[config.mk]
export PLATFORM = sky130hd
export DESIGN_NAME = utf8_text_validator
export DESIGN_NICKNAME = d
export VERILOG_FILES = /design/src/rtl/utv_pkg.sv /design/src/rtl/utv_front.sv /design/src/rtl/utv_queue.sv /design/src/rtl/utv_back.sv /design/src/rtl/utf8_text_validator.sv
export SDC_FILE = /design/constraint.sdc
export NUM_CORES = 1
export LEC_CHECK = 0
export BUFFER_PORTS_ARGS = -buffer_cell sky130_fd_sc_hd__buf_2
export CORE_ASPECT_RATIO = 0.6
export CORE_MARGIN = 4
export CORE_UTILIZATION = 60
export CTS_CLUSTER_SIZE = 10
export DETAILED_ROUTE_END_ITERATION = 7
export GPL_TIMING_DRIVEN = 0
export PLACE_DENSITY = 0.9
export SYNTH_ARGS = -nofsm -noshare
export SYNTH_HDL_FRONTEND = slang
export SYNTH_SLANG_ARGS = --single-unit
[constraint.sdc]
create_clock -name clk -period 11.3 [get_ports clk]
set_input_delay 2.26 -clock clk [delete_from_list [all_inputs] [get_ports clk]]
set_output_delay 2.26 -clock clk [all_outputs]
set_load 0.02 [all_outputs]
[src/rtl/utv_pkg.sv]
// Shared types and constants for the UTF-8 text validator.
// Used by every module of the block; depends on nothing else.

package utv_pkg;

  localparam int QUEUE_DEPTH = 4;
  localparam int QPTR_W      = $clog2(QUEUE_DEPTH);
  localparam int QCNT_W      = $clog2(QUEUE_DEPTH + 1);

  localparam int OUT_DEPTH   = 2;
  localparam int OPTR_W      = $clog2(OUT_DEPTH);
  localparam int OCNT_W      = $clog2(OUT_DEPTH + 1);

  localparam logic [15:0] MAX_BYTES_RST = 16'd8000;
  localparam logic [15:0] MAX_CP_RST    = 16'd2000;

  // Register index as decoded from paddr bit 2.
  localparam logic REG_MAX_BYTES = 1'b0;
  localparam logic REG_MAX_CP    = 1'b1;

  localparam logic [20:0] CP_MIN_2B    = 21'h00080;
  localparam logic [20:0] CP_MIN_3B    = 21'h00800;
  localparam logic [20:0] CP_MIN_4B    = 21'h10000;
  localparam logic [20:0] CP_MAX       = 21'h10FFFF;
  localparam logic [20:0] SURR_LO      = 21'h0D800;
  localparam logic [20:0] SURR_HI      = 21'h0DFFF;

  typedef enum logic [2:0] {
    CLS_ASCII,
    CLS_LEAD2,
    CLS_LEAD3,
    CLS_LEAD4,
    CLS_CONT,
    CLS_BAD
  } byte_class_t;

  typedef enum logic [2:0] {
    ERR_NONE      = 3'd0,
    ERR_TOO_LONG  = 3'd1,
    ERR_BAD_LEAD  = 3'd2,
    ERR_BAD_CONT  = 3'd3,
    ERR_RANGE     = 3'd4,
    ERR_TRUNC     = 3'd5,
    ERR_TOO_MANY  = 3'd6
  } err_kind_t;

  typedef struct packed {
    logic [7:0]  data;
    byte_class_t cls;
    logic        over;
    logic        last;
  } qentry_t;

  typedef struct packed {
    logic      text_ok;
    err_kind_t error_kind;
    logic [15:0] char_count;
  } result_t;

  typedef struct packed {
    logic full;
    logic empty;
  } qstat_t;

endpackage

[src/rtl/utv_front.sv]
// Front end: accepts message bytes, classifies them and checks the byte limit.
// Depends on utv_pkg; feeds utv_queue.

module utv_front
  import utv_pkg::*;
(
  input  logic        clk,
  input  logic        rst_n,
  input  logic        push,
  output logic        full,
  input  logic [7:0]  in_data_byte,
  input  logic        in_final_byte,
  input  logic [15:0] max_bytes,
  input  qstat_t      q_stat,
  output logic        q_wr,
  output qentry_t     q_wdata
);

  logic [15:0] byte_total_r;
  logic [15:0] byte_total_nxt;
  byte_class_t cls;
  logic        accept;

  assign full   = q_stat.full;
  assign accept = push && !q_stat.full;
  assign q_wr   = accept;

  always_comb begin
    case (in_data_byte) inside
      8'h09, 8'h0A:   cls = CLS_ASCII;
      [8'h00:8'h1F]:  cls = CLS_BAD;
      [8'h20:8'h7F]:  cls = CLS_ASCII;
      [8'h80:8'hBF]:  cls = CLS_CONT;
      [8'hC2:8'hDF]:  cls = CLS_LEAD2;
      [8'hE0:8'hEF]:  cls = CLS_LEAD3;
      [8'hF0:8'hF4]:  cls = CLS_LEAD4;
      default:        cls = CLS_BAD;
    endcase
  end

  always_comb begin
    q_wdata.data = in_data_byte;
    q_wdata.cls  = cls;
    q_wdata.over = (byte_total_r >= max_bytes);
    q_wdata.last = in_final_byte;
  end

  // The count restarts after the final byte of each message.
  always_comb begin
    byte_total_nxt = byte_total_r;
    if (accept) begin
      if (in_final_byte) begin
        byte_total_nxt = '0;
      end else if (byte_total_r != 16'hFFFF) begin
        byte_total_nxt = byte_total_r + 16'd1;
      end
    end
  end

  always_ff @(posedge clk) begin
    if (!rst_n) begin
      byte_total_r <= '0;
    end else begin
      byte_total_r <= byte_total_nxt;
    end
  end

endmodule

[src/rtl/utv_queue.sv]
// Short queue of classified bytes between the front end and the decoder.
// Depends on utv_pkg.

module utv_queue
  import utv_pkg::*;
(
  input  logic    clk,
  input  logic    rst_n,
  input  logic    wr,
  input  qentry_t wdata,
  input  logic    rd,
  output qentry_t rdata,
  output qstat_t  stat
);

  qentry_t           mem [QUEUE_DEPTH];
  logic [QPTR_W-1:0] wr_ptr_r, wr_ptr_nxt;
  logic [QPTR_W-1:0] rd_ptr_r, rd_ptr_nxt;
  logic [QCNT_W-1:0] count_r, count_nxt;
  logic              do_wr, do_rd;

  assign stat.full  = (count_r == QCNT_W'(QUEUE_DEPTH));
  assign stat.empty = (count_r == '0);
  assign do_wr      = wr && !stat.full;
  assign do_rd      = rd && !stat.empty;
  assign rdata      = mem[rd_ptr_r];

  always_comb begin
    wr_ptr_nxt = wr_ptr_r;
    rd_ptr_nxt = rd_ptr_r;
    count_nxt  = count_r;
    if (do_wr) begin
      wr_ptr_nxt = (wr_ptr_r == QPTR_W'(QUEUE_DEPTH - 1)) ? '0 : wr_ptr_r + 1'b1;
    end
    if (do_rd) begin
      rd_ptr_nxt = (rd_ptr_r == QPTR_W'(QUEUE_DEPTH - 1)) ? '0 : rd_ptr_r + 1'b1;
    end
    if (do_wr && !do_rd) begin
      count_nxt = count_r + 1'b1;
    end else if (do_rd && !do_wr) begin
      count_nxt = count_r - 1'b1;
    end
  end

  always_ff @(posedge clk) begin
    if (do_wr) begin
      mem[wr_ptr_r] <= wdata;
    end
  end

  always_ff @(posedge clk) begin
    if (!rst_n) begin
      wr_ptr_r <= '0;
      rd_ptr_r <= '0;
      count_r  <= '0;
    end else begin
      wr_ptr_r <= wr_ptr_nxt;
      rd_ptr_r <= rd_ptr_nxt;
      count_r  <= count_nxt;
    end
  end

endmodule

[src/rtl/utv_back.sv]
// Back end: runs the UTF-8 decode state over queued bytes and builds results.
// Depends on utv_pkg; reads from utv_queue and holds a small result buffer.

module utv_back
  import utv_pkg::*;
(
  input  logic        clk,
  input  logic        rst_n,
  input  qstat_t      q_stat,
  input  qentry_t     q_rdata,
  output logic        q_rd,
  input  logic [15:0] max_code_points,
  output logic        empty,
  input  logic        pop,
  output logic        out_text_ok,
  output logic [2:0]  out_error_kind,
  output logic [15:0] out_char_count
);

  logic [15:0] char_total_r, char_total_nxt;
  logic [1:0]  pending_r, pending_nxt;
  logic [20:0] partial_r, partial_nxt;
  logic [1:0]  min_cls_r, min_cls_nxt;
  err_kind_t   err_r, err_nxt;

  result_t           obuf [OUT_DEPTH];
  logic [OPTR_W-1:0] ob_wr_r, ob_wr_nxt;
  logic [OPTR_W-1:0] ob_rd_r, ob_rd_nxt;
  logic [OCNT_W-1:0] ob_cnt_r, ob_cnt_nxt;

  logic        step;
  logic        ob_push, ob_pop;
  logic [20:0] code_min;
  logic [20:0] code_asm;
  logic [15:0] char_inc;
  result_t     res;

  assign step    = !q_stat.empty && (ob_cnt_r != OCNT_W'(OUT_DEPTH));
  assign q_rd    = step;
  assign ob_push = step && q_rdata.last;
  assign ob_pop  = pop && !empty;
  assign empty   = (ob_cnt_r == '0);

  assign out_text_ok    = obuf[ob_rd_r].text_ok;
  assign out_error_kind = obuf[ob_rd_r].error_kind;
  assign out_char_count = obuf[ob_rd_r].char_count;

  assign char_inc = (char_total_r != 16'hFFFF) ? char_total_r + 16'd1 : char_total_r;
  assign code_asm = {partial_r[14:0], q_rdata.data[5:0]};

  always_comb begin
    case (min_cls_r)
      2'd1:    code_min = CP_MIN_2B;
      2'd2:    code_min = CP_MIN_3B;
      default: code_min = CP_MIN_4B;
    endcase
  end

  // Decode one byte. A byte over the length limit overrides any earlier error,
  // and decoding stops once any error has been recorded.
  always_comb begin
    char_total_nxt = char_total_r;
    pending_nxt    = pending_r;
    partial_nxt    = partial_r;
    min_cls_nxt    = min_cls_r;
    err_nxt        = err_r;
    if (q_rdata.over) begin
      err_nxt = ERR_TOO_LONG;
    end else if (err_r == ERR_NONE) begin
      if (pending_r == 2'd0) begin
        case (q_rdata.cls)
          CLS_ASCII: begin
            pending_nxt    = 2'd0;
            partial_nxt    = '0;
            min_cls_nxt    = 2'd0;
            char_total_nxt = char_inc;
          end
          CLS_LEAD2: begin
            pending_nxt    = 2'd1;
            partial_nxt    = {16'd0, q_rdata.data[4:0]};
            min_cls_nxt    = 2'd1;
            char_total_nxt = char_inc;
          end
          CLS_LEAD3: begin
            pending_nxt    = 2'd2;
            partial_nxt    = {17'd0, q_rdata.data[3:0]};
            min_cls_nxt    = 2'd2;
            char_total_nxt = char_inc;
          end
          CLS_LEAD4: begin
            pending_nxt    = 2'd3;
            partial_nxt    = {18'd0, q_rdata.data[2:0]};
            min_cls_nxt    = 2'd3;
            char_total_nxt = char_inc;
          end
          default: begin
            err_nxt = ERR_BAD_LEAD;
          end
        endcase
      end else if (q_rdata.cls != CLS_CONT) begin
        err_nxt = ERR_BAD_CONT;
      end else begin
        partial_nxt = code_asm;
        pending_nxt = pending_r - 2'd1;
        if (pending_r == 2'd1) begin
          if (code_asm < code_min || code_asm > CP_MAX ||
              (code_asm >= SURR_LO && code_asm <= SURR_HI)) begin
            err_nxt = ERR_RANGE;
          end
        end
      end
    end

    res.char_count = char_total_nxt;
    if (err_nxt != ERR_NONE) begin
      res.error_kind = err_nxt;
    end else if (pending_nxt != 2'd0) begin
      res.error_kind = ERR_TRUNC;
    end else if (char_total_nxt > max_code_points) begin
      res.error_kind = ERR_TOO_MANY;
    end else begin
      res.error_kind = ERR_NONE;
    end
    res.text_ok = (res.error_kind == ERR_NONE);
  end

  always_comb begin
    ob_wr_nxt  = ob_wr_r;
    ob_rd_nxt  = ob_rd_r;
    ob_cnt_nxt = ob_cnt_r;
    if (ob_push) begin
      ob_wr_nxt = (ob_wr_r == OPTR_W'(OUT_DEPTH - 1)) ? '0 : ob_wr_r + 1'b1;
    end
    if (ob_pop) begin
      ob_rd_nxt = (ob_rd_r == OPTR_W'(OUT_DEPTH - 1)) ? '0 : ob_rd_r + 1'b1;
    end
    if (ob_push && !ob_pop) begin
      ob_cnt_nxt = ob_cnt_r + 1'b1;
    end else if (ob_pop && !ob_push) begin
      ob_cnt_nxt = ob_cnt_r - 1'b1;
    end
  end

  always_ff @(posedge clk) begin
    if (ob_push) begin
      obuf[ob_wr_r] <= res;
    end
  end

  always_ff @(posedge clk) begin
    if (!rst_n) begin
      char_total_r <= '0;
      pending_r    <= '0;
      partial_r    <= '0;
      min_cls_r    <= '0;
      err_r        <= ERR_NONE;
      ob_wr_r      <= '0;
      ob_rd_r      <= '0;
      ob_cnt_r     <= '0;
    end else begin
      ob_wr_r  <= ob_wr_nxt;
      ob_rd_r  <= ob_rd_nxt;
      ob_cnt_r <= ob_cnt_nxt;
      if (step) begin
        if (q_rdata.last) begin
          char_total_r <= '0;
          pending_r    <= '0;
          partial_r    <= '0;
          min_cls_r    <= '0;
          err_r        <= ERR_NONE;
        end else begin
          char_total_r <= char_total_nxt;
          pending_r    <= pending_nxt;
          partial_r    <= partial_nxt;
          min_cls_r    <= min_cls_nxt;
          err_r        <= err_nxt;
        end
      end
    end
  end

endmodule

[src/rtl/utf8_text_validator.sv]
// Top level of the UTF-8 text validator: configuration registers and the
// front end, queue and back end. Depends on utv_pkg, utv_front, utv_queue, utv_back.
//
// Usage:
//   Bytes of a message enter through push/full with in_data_byte; the last
//   byte of a message carries in_final_byte. Every word is accepted at an
//   edge where push is high and full is low. One result word per message
//   leaves through empty/pop: out_text_ok, out_error_kind and out_char_count.
//   Limits max_bytes (address 0) and max_code_points (address 4) are written
//   over the APB port; the user must write them only while the block is idle,
//   which the block itself does not enforce. pready is always high.
//   Throughput is one byte per cycle while full is low. A message's final
//   byte is written into the byte queue when accepted; the decoder decodes it
//   into the result buffer once that has room, and empty then goes low.
//   When the receiver stops popping, the two-entry result buffer fills, the
//   decoder stops draining the four-entry byte queue, and full rises once
//   that queue is full; no word is dropped.
//   Reset clears both queues and the decode state and restores the limits to
//   8000 bytes and 2000 code points. No clearing pass follows reset.

module utf8_text_validator
  import utv_pkg::*;
(
  input  logic        clk,
  input  logic        rst_n,
  input  logic        push,
  output logic        full,
  input  logic [7:0]  in_data_byte,
  input  logic        in_final_byte,
  output logic        empty,
  input  logic        pop,
  output logic        out_text_ok,
  output logic [2:0]  out_error_kind,
  output logic [15:0] out_char_count,
  input  logic        psel,
  input  logic        penable,
  input  logic        pwrite,
  input  logic [2:0]  paddr,
  input  logic [31:0] pwdata,
  output logic [31:0] prdata,
  output logic        pready
);

  logic [15:0] max_bytes_r;
  logic [15:0] max_cp_r;
  logic        cfg_wr;
  qstat_t      q_stat;
  logic        q_wr, q_rd;
  qentry_t     q_wdata, q_rdata;

  assign pready = 1'b1;
  assign cfg_wr = psel && penable && pwrite && pready;
  assign prdata = (paddr[2] == REG_MAX_CP) ? {16'd0, max_cp_r} : {16'd0, max_bytes_r};

  always_ff @(posedge clk) begin
    if (!rst_n) begin
      max_bytes_r <= MAX_BYTES_RST;
      max_cp_r    <= MAX_CP_RST;
    end else if (cfg_wr) begin
      if (paddr[2] == REG_MAX_BYTES) begin
        max_bytes_r <= pwdata[15:0];
      end else begin
        max_cp_r <= pwdata[15:0];
      end
    end
  end

  utv_front u_front (
    .clk           (clk),
    .rst_n         (rst_n),
    .push          (push),
    .full          (full),
    .in_data_byte  (in_data_byte),
    .in_final_byte (in_final_byte),
    .max_bytes     (max_bytes_r),
    .q_stat        (q_stat),
    .q_wr          (q_wr),
    .q_wdata       (q_wdata)
  );

  utv_queue u_queue (
    .clk   (clk),
    .rst_n (rst_n),
    .wr    (q_wr),
    .wdata (q_wdata),
    .rd    (q_rd),
    .rdata (q_rdata),
    .stat  (q_stat)
  );

  utv_back u_back (
    .clk             (clk),
    .rst_n           (rst_n),
    .q_stat          (q_stat),
    .q_rdata         (q_rdata),
    .q_rd            (q_rd),
    .max_code_points (max_cp_r),
    .empty           (empty),
    .pop             (pop),
    .out_text_ok     (out_text_ok),
    .out_error_kind  (out_error_kind),
    .out_char_count  (out_char_count)
  );

endmodule

# Yosys cells after proc, flatten, opt, wreduce, memory -nomap -nowiden
# Memories as Yosys holds them, arrays and structs flattened. A register that Yosys moved wholly into a read port is not among the register bits.
# Cells that the tools add are included.
totals:
  out_inout_bits: 55
  regBits: 97
  elab_cells: 174
  memories: 2
  in_bits: 51
  ramBits: 92
mem_list:
  columns: ["name", "depth", "width", "read_ports", "rd_ports_with_merged_regs", "wr", "line", "rtl"]
  rows:
  - ["u_queue.mem", 4, 13, 1, 1, 1, "utv_queue.sv:16", "qentry_t mem [QUEUE_DEPTH];"]
  - ["u_back.obuf", 2, 20, 1, 1, 1, "utv_back.sv:26", "result_t obuf [OUT_DEPTH];"]
op_classes:
  n_bitwise: 1
  mux: 61
  n_reduce_logical: 49
  n_addsub: 11
  eq_ne: 18
  magnitude_cmp: 18
ops:
  columns: ["op", "n"]
  rows:
  - ["$mux W16", 9]
  - ["$mux W15", 5]
  - ["$mux W3", 20]
  - ["$pmux W15 S4", 1]
  - ["$pmux W17 S2", 1]
  - ["$add A16 B1 Y16 const B", 2]
  - ["$ge A8 B8 Y1 const B", 4]
  - ["$le A8 B8 Y1 const B", 4]
  - ["$ne A16 B16 Y1 const B", 2]
  - ["$mux W2", 15]
  - ["$ge A21 B16 Y1 const B", 1]
  - ["$gt A21 B21 Y1 const B", 1]
  - ["$le A21 B16 Y1 const B", 1]
  - ["$lt A21 B17 Y1", 1]
  - ["$logic_and A1 B1 Y1", 19]
  - ["$eq A8 B4 Y1 const B", 2]
  - ["$ge A16 B16 Y1", 1]
  - ["$gt A16 B16 Y1", 1]
  - ["$pmux W2 S4", 2]
  - ["$logic_not A3 Y1", 4]
  - ["$reduce_bool A2 Y1", 6]
  - ["$reduce_and A5 Y1", 2]
  - ["$ge A8 B1 Y1 const B", 1]
  - ["$ge A8 B6 Y1 const B", 1]
  - ["27 further kinds", 52]

# Depth between registers and ports, before layout
# Gate-level depths: netlist of run 1.
logic_depth:
  word_depth: 14
  depth_mapped: 19
  depth_no_buf: 16

# Cells and area by module
# Synthesis of run 1 repeated with hierarchy kept, for this count alone.
hier_totals:
  cells_unflattened: 918
  area_unflattened_um2: 9975.8
by_module_without_submodules:
  columns: ["module", "seq_area_each_um2", "cells_per_inst", "n_inst", "area_each_um2"]
  rows:
  - ["utv_back", 2062.0, 464, 1, 4614.4]
  - ["utv_queue", 1741.7, 118, 1, 2398.6]
  - ["utf8_text_validator", 640.6, 166, 1, 1621.6]
  - ["utv_front", 320.3, 170, 1, 1341.3]

# Least setup slack after synthesis of run 1
# OpenSTA, ideal clock, no wires.
synth_path:
  path_kind: "input port to output port"
  startpoint: "input paddr[2]"
  endpoint: "output prdata[15]"
  slack_ps: 5951
  path_stages: 3
  t_arrival_ps: 3089
  required_ps: 9040
  path_buffers: 2
  path_cell_list: "clkbuf_1 clkbuf_1 o21ai_0"
synth_via:
  elab_chain_len: 1
synth_lines:
  columns: ["element", "line", "rtl"]
  rows:
  - ["from (decl)", "utf8_text_validator.sv:38", "input logic [2:0] paddr,"]
  - ["$mux W16", "utf8_text_validator.sv:53", "assign prdata = (paddr[2] == REG_MAX_CP) ? {16'd0, max_cp_r} : {16'd0, max_bytes_r};"]
  - ["to (decl)", "utf8_text_validator.sv:40", "output logic [31:0] prdata,"]
# Every way passes these cells.

# Worst setup path after layout of run 1
# Same ends and word-level chain as after synthesis.

==> flow_summary.ini, run 1 <==
[logic_synthesis]
async_flop_share_pct = 0
syn-cell-area_mm2 = 0.008990
avgSynthCellArea_um2 = 9.989
ys_types = 65
synth.area.top_cells = edfxtp_1 28%, dfxtp_1 22%, ha_1 6.5%, nand2_1 5.4%, o21ai_0 3.0%
synth_edf_count = 84
yosys.area.top_type = edfxtp_1
synth_flop_cell = dfxtp_1
synth_cells = 900
yosys_warnings = 0
netlist_top_cells_count = 129 x nand2_1, 100 x dfxtp_1, 84 x edfxtp_1
ys_seq_elements = 184
yosysMostFrequentCell = nand2_1
synth_top_cell_area_share_pct = 28.06
ys_seq_area_share_pct = 50.33

[worst_setup_path]
cp_max_fo = 10
crit_family = buffers and inverters
path_buf_inv = 3
cp-start-kind = input pin
cpMaxStageDelayCell = clkbuf_1
crit_chain = clkbuf_1 > clkbuf_1 > nand2_1 > o21ai_0 > buf_2
crit_arrival_ns = 3.61
path_class = in2out
setup.worst_path.end_class = output port
cpPeakStageDelay_ns = 0.46
required_ns = 9.04
critical_path.most_common_cell = clkbuf_1

[clocking]
clk_pin_slew_worst_paths_ns = 0.07
cts_max_path_buffers = 2
cts_hold_buf = 0
postCtsSetupRepairBufs = 0
ctsResizeCount = 0
cts_sinks = 184
clk_latency_ns = 0.44
numCtsBuffers = 17
cts_root_buffer = clkbuf_16
cts.htree.levels = 4
cts_tree = built

[place]
routabilityCongestion = 0.9686
pre_cts_ws_ns = 5.585
dp_hpwl_um = 15660
io_buffer_count = 68

[global_routing]
grt_start_max_net_pins = 21
grt_pass1_vias = 6825
grt_pass1_wl_um = 34750
antenna_found_initial = 0
grt.overflow.total = 0
grt_usage_pct = 25.65

[run_status]
status = finished, final reports clean

[finish]
drive_above_1_share_pct = 15.26
n_fill_cell = 1049
nets = 1102
antennaDiodeCount = 0
syn2layout_area_growth_pct = 13.39

[run]
drv_cap = 0

[sta]
setup-violations-final = 0
finalCritPeriodShare_pct = 51.95
rsz0062_at_grt = false
fmax_ghz = 0.1703
fin_worst_skew_ns = 0.01218
hold_viol_final = 0
finalWorstSetupSlack_ns = 5.429
fin_tns_setup_ns = 0
maxSlewViolCount = 0
relSlewSlack_pct = 20.39
period_minus_slack_ns = 5.871
worst_slew_pin_slew_ns = 1.185

[routing]
ant_nets = 0
dr.pass1.iters = 7
drc = 0
finalWirelength_um = 21570
wl_per_cell_um = 17.77
vias = 7131
drtIter0Drc = 730
vias_per_cell = 5.874

[power]
pwr-share-clk_pct = 27.0
switching_share_pct = 36.20
p_leak_nw = 3.906
p_sw_mw = 0.7521
peakVddDrop_uv = 112.2
power_frac_comb_pct = 32.6
seqPwrFrac_pct = 40.4
p_int_mw = 1.325
powerDensity_mw_per_mm2 = 203.8

[min_path]
hp-class = reg2reg

[floorplan]
die_h_um = 102.8
die_area_mm2 = 0.01707
pin_count = 106
die_w_um = 166.0
core_region_area_mm2 = 0.01459
initial_utilization_pct = 61.61
rows = 34
cells in the final DEF, fill, tap and decap left out, drive strengths merged, types with 15 or more instances in the layout:
cell and n:
ha 47, dfxtp 100, clkbuf 50, nand2 129, a21oi 40, nand3 33
mux2 24, a21boi 17, edfxtp 84, nor2 57, o21ai 66, xnor2 16
buf 91, conb 17, inv 67, nor3 15
path summary, 6_finish.rpt:
check | from | endpoint | slack, ns | cells past startpoint
worst min register to register | u_back.partial_r[0] | u_back.partial_r[6] | 0.47 | 2
worst max-delay path | paddr[2] | prdata[15] | 5.43 | 5
worst max register to register | u_back.pending_r[0] | u_back.obuf[0][18] | 6.55 | 17
worst min-delay path | u_back.partial_r[0] | u_back.partial_r[6] | 0.47 | 2
registers in the layout, summed over array words and instances (netlist names), named ones only:
name,cells
u_back.err_r,3
u_back.ob_cnt_r,2
u_back.min_cls_r,2
u_queue.wr_ptr_r,2
u_back.obuf,40
u_back.ob_rd_r,1
u_back.pending_r,2
u_back.char_total_r,16
u_queue.count_r,3
u_back.ob_wr_r,1
max_cp_r,16
u_front.byte_total_r,16
u_queue.rd_ptr_r,2
u_back.partial_r,15
max_bytes_r,16
u_queue.mem,44
stage by stage:
step / instance area, um^2 / total power, mW / std cells / hold slack [ns] / util [%]
2_1_floorplan: 9046 / 1.318 / 915 / 0.4362 / -
3_3_place_gp: 9634 / 1.480 / 1181 / 0.4453 / 66.03
3_5_place_dp: 9652 / 1.513 / 1182 / 0.4583 / 66.15
4_1_cts: 10190 / 2.074 / 1214 / 0.4675 / 69.86
5_1_grt: 10190 / 2.181 / 1214 / 0.4869 / 69.86
6_report: 10190 / 2.077 / 1214 / 0.4676 / 69.86
logic make-up after synthesis:
family                   Yosys count  share of synthesized area, %
AND/OR/NAND/NOR                  308                         16.30
flip-flops                       184                         50.33
AO/OA/AOI/OAI                    176                         11.96
buffers and inverters            113                         5.539
adder cells (fa/ha/maj)           48                         6.764
multiplexers                      42                         6.402
XOR/XNOR                          27                         2.630
other                              2                       0.08354
power groups by stage:
stage | registers (mW) | logic, mW | clock network, mW
finish | 0.839 | 0.678 | 0.560
global route | 0.847 | 0.741 | 0.593
CTS | 0.838 | 0.673 | 0.563
detailed placement | 0.852 | 0.661 | 0
global placement | 0.848 | 0.631 | 0
floorplan | 0.841 | 0.477 | 0
layer usage:
metal | track usage (%) | share of wire, % | up-vias
met5 | 0 | 0 | -
met4 | 6.781 | 1.2 | 0
met3 | 6.782 | 9.7 | 35
met2 | 41.01 | 45 | 348
met1 | 35.44 | 44 | 3372
li1 | - | - | 3376
tightest hold or removal path, cell delays in order, from the launching register on:
cell and delay [ns]:
dfxtp_1 0.32, nand2_1 0.05, o21ai_0 0.06
final cells by class:
| type | count | area [um^2] | area share, % |
|---|---|---|---|
| Sequential cell | 184 | 4524 | 44.38 |
| Inverter | 59 | 221.5 | 2.173 |
| Multi-Input combinational cell | 618 | 4026 | 39.50 |
| Buffer | 54 | 276.5 | 2.713 |
| Clock inverter | 14 | 112.6 | 1.105 |
| Tap cell | 198 | 247.7 | 2.430 |
| Clock buffer | 18 | 429.2 | 4.210 |
| Timing Repair Buffer | 69 | 355.3 | 3.486 |
Power figures use the tool's default switching activity.
==> inputs of run 2 (changes only) <==
- ABC_AREA: default -> 1
- CORE_UTILIZATION: 60 -> 59
- PLACE_DENSITY: 0.9 -> 0.88
- clock period: 11.3 -> 5.49 ns (I/O delays scaled with it)
==> run 2 against run 1 <==
  * Largest power group is now combinational cells
  * Register-to-register slack worse by 5.2 ns
  * Critical endpoint is now u_back.obuf[1][19]
  * Clock-buffer cell count up 1
  * Worst setup slack worse by 4.1 ns
  * Design area up 2.6%
  * Flip-flop and latch count unchanged
  * First-iteration DRC count is 20% higher
  * Sequential power increased by 120%
  * Worst hold slack better by 0.0021 ns
  * Power increased by 130%
==> flow_summary.ini, run 2 <==
[run_status]
status = finished, final reports clean

[worst_setup_path]
cp_max_fo = 10
required_ns = 5.75
cpPeakStageDelay_ns = 0.36
crit_chain = inv_1 > ha_1 > clkbuf_1 > inv_1 > nor2_4 > nand2_4 > nor2_8 > nand2_1 > xnor2_1 > ha_1 > a21oi_1 > o21ai_0 > a21oi_1 > nand2_1 > o21ai_0 > nand3_1 > a21oi_1 > nand2_1 > nor2_1
setup.worst_path.end_class = flop
cp-start-kind = flop
path_class = reg2reg
crit_arrival_ns = 4.40
cpMaxStageDelayCell = xnor2_1

[logic_synthesis]
yosys.area.top_type = edfxtp_1
avgSynthCellArea_um2 = 8.584
ys_types = 49
async_flop_share_pct = 0
synth_edf_count = 84
netlist_top_cells_count = 198 x nand2_1, 117 x inv_1, 113 x a21oi_1
ys_seq_elements = 184
synth_flop_cell = dfxtp_1
ys_seq_area_share_pct = 49.26
yosysMostFrequentCell = nand2_1
yosys_warnings = 0
syn-cell-area_mm2 = 0.009185
synth_cells = 1070
synth_top_cell_area_share_pct = 27.46
synth.area.top_cells = edfxtp_1 27%, dfxtp_1 22%, nand2_1 8.1%, ha_1 6.4%, a21oi_1 6.2%

[finish]
final_common_cell = nand2_1
largest_register = u_queue.mem
antennaDiodeCount = 0
most-common-layout-cells = 198 x nand2_1, 117 x inv_1, 113 x a21oi_1
top_regs = u_queue.mem x44, u_back.obuf x40
largest_reg_flops = 44
drive_above_1_share_pct = 14.97
instances_no_fill = 1392
nets = 1275
final_core_util_pct = 68.43
syn2layout_area_growth_pct = 13.87
n_fill_cell = 1175

[global_routing]
antenna_found_initial = 0
grt_pass1_wl_um = 37550
grt_start_max_net_pins = 19
grt_pass1_vias = 7632
grt.overflow.total = 0
grt_usage_pct = 26.22

[power]
peakVddDrop_uv = 250.2
p_leak_nw = 4.425
powerDensity_mw_per_mm2 = 464.8

[floorplan]
pin_count = 106
die_area_mm2 = 0.01769
die_h_um = 104.6
rows = 35
core_region_area_mm2 = 0.01528
initial_utilization_pct = 60.10
die_w_um = 169.1

[min_path]
hp-class = reg2reg

[routing]
vias = 7952
drtIter0Drc = 873
drc = 0
wl_per_cell_um = 16.51
finalWirelength_um = 22980
ant_nets = 0
dr.pass1.iters = 6
vias_per_cell = 5.713

[clocking]
cts.htree.levels = 4
cts_sinks = 184
cts_hold_buf = 0
cts_root_buffer = clkbuf_16
ctsResizeCount = 0
postCtsSetupRepairBufs = 0
cts_tree = built
cts_max_path_buffers = 2
numCtsBuffers = 17
clk_latency_ns = 0.43
clk_pin_slew_worst_paths_ns = 0.07

[place]
dp_hpwl_um = 16730
io_buffer_count = 70
routabilityCongestion = 0.9421
place_inst = 1360

[sta]
rsz0062_at_grt = false
fin_worst_skew_ns = 0.01358
period_minus_slack_ns = 4.140
fin_tns_setup_ns = 0
maxSlewViolCount = 0
hold_viol_final = 0
worst_slew_pin_slew_ns = 1.101
setup-violations-final = 0
relSlewSlack_pct = 26.32
fmax_ghz = 0.2416
hold_slack_ns = 0.4698
finalCritPeriodShare_pct = 75.40

[run]
drv_cap = 0
-- run 2: cell types whose count changed in the layout (fill, tap and decap cells not counted), moves of 10 or more --
cell,before,now
a21oi_1,40,113
nand2_1,129,198
inv_1,59,117
o21ai_0,53,98
nor2_1,54,90
nand3_1,33,56
a21boi_0,17,0
o211ai_1,14,1
o21ai_1,13,1
or3_1,12,0
and2_1,10,0
clkbuf_1,33,23
mux4_2,10,0
xnor2_1,16,6
-- run 2: metal layers --
metal	share of wire [%]	vias to the layer above	track usage (%)
met1	44	3687	38.38
met3	9.6	57	5.558
met4	2.5	0	9.018
met2	43	430	38.76
li1	-	3778	-
met5	0	-	0
-- run 2: final cells by class --
type / count / area (um^2) / area share [%]
clock inverters: 13 / 135.1 / 1.292
repair buffers: 72 / 380.4 / 3.637
multi-input cells: 728 / 3986 / 38.11
inverters: 124 / 465.4 / 4.450
plain buffers: 49 / 270.3 / 2.584
clock buffers: 19 / 442.9 / 4.235
well taps: 203 / 254.0 / 2.429
flip-flops and latches: 184 / 4524 / 43.26
-- run 2: stage by stage --
stage / area (um^2) / worst slack, ns / power, mW
after global placement: 9846 / 1.728 / 3.539
after floorplan: 9241 / 2.500 / 3.114
after CTS: 10460 / 1.514 / 4.830
final: 10460 / 1.350 / 4.861
after detailed placement: 9881 / 1.653 / 3.632
after global routing: 10460 / 1.011 / 5.155
-- run 2: kinds of logic (layout without fill, tap and decap cells) --
family | count (synthesis) | after routing | share of synthesized area, %
and+or+nand+nor | 392 | 392 | 18.39
xor gates and xnor gates | 15 | 15 | 1.512
other | 2 | 17 | 0.08176
muxes | 20 | 20 | 2.452
AOI/OAI and AO/OA | 236 | 236 | 13.68
DFF | 184 | 184 | 49.26
adders and majority gates | 48 | 48 | 6.620
buffers and inverters | 173 | 277 | 8.010
-- run 2: critical path: cells and delay by family, from the launching register on --
kind,cells,cell delay (ns)
AO/OA/AOI/OAI,5,0.95
XOR/XNOR,1,0.36
adder cells (fa/ha/maj),2,0.51
buffers and inverters,3,0.76
flip-flops,1,0.31
AND/OR/NAND/NOR,8,1.07
-- run 2: where the power goes --
group	internal, mW	total [mW]	switching [mW]
combinational	0.582	1.83	1.25
clock	0.652	1.22	0.564
sequential	1.71	1.82	0.111
-- run 2: final timing paths --
path	endpoint	cells past startpoint	slack, ns	startpoint
setup reg to reg	u_back.obuf[1][19]	19	1.35	u_back.pending_r[1]
hold reg to reg	u_back.pending_r[1]	2	0.47	u_back.pending_r[1]
hold / removal	u_back.pending_r[1]	2	0.47	u_back.pending_r[1]
setup / recovery	u_back.obuf[1][19]	19	1.35	u_back.pending_r[1]
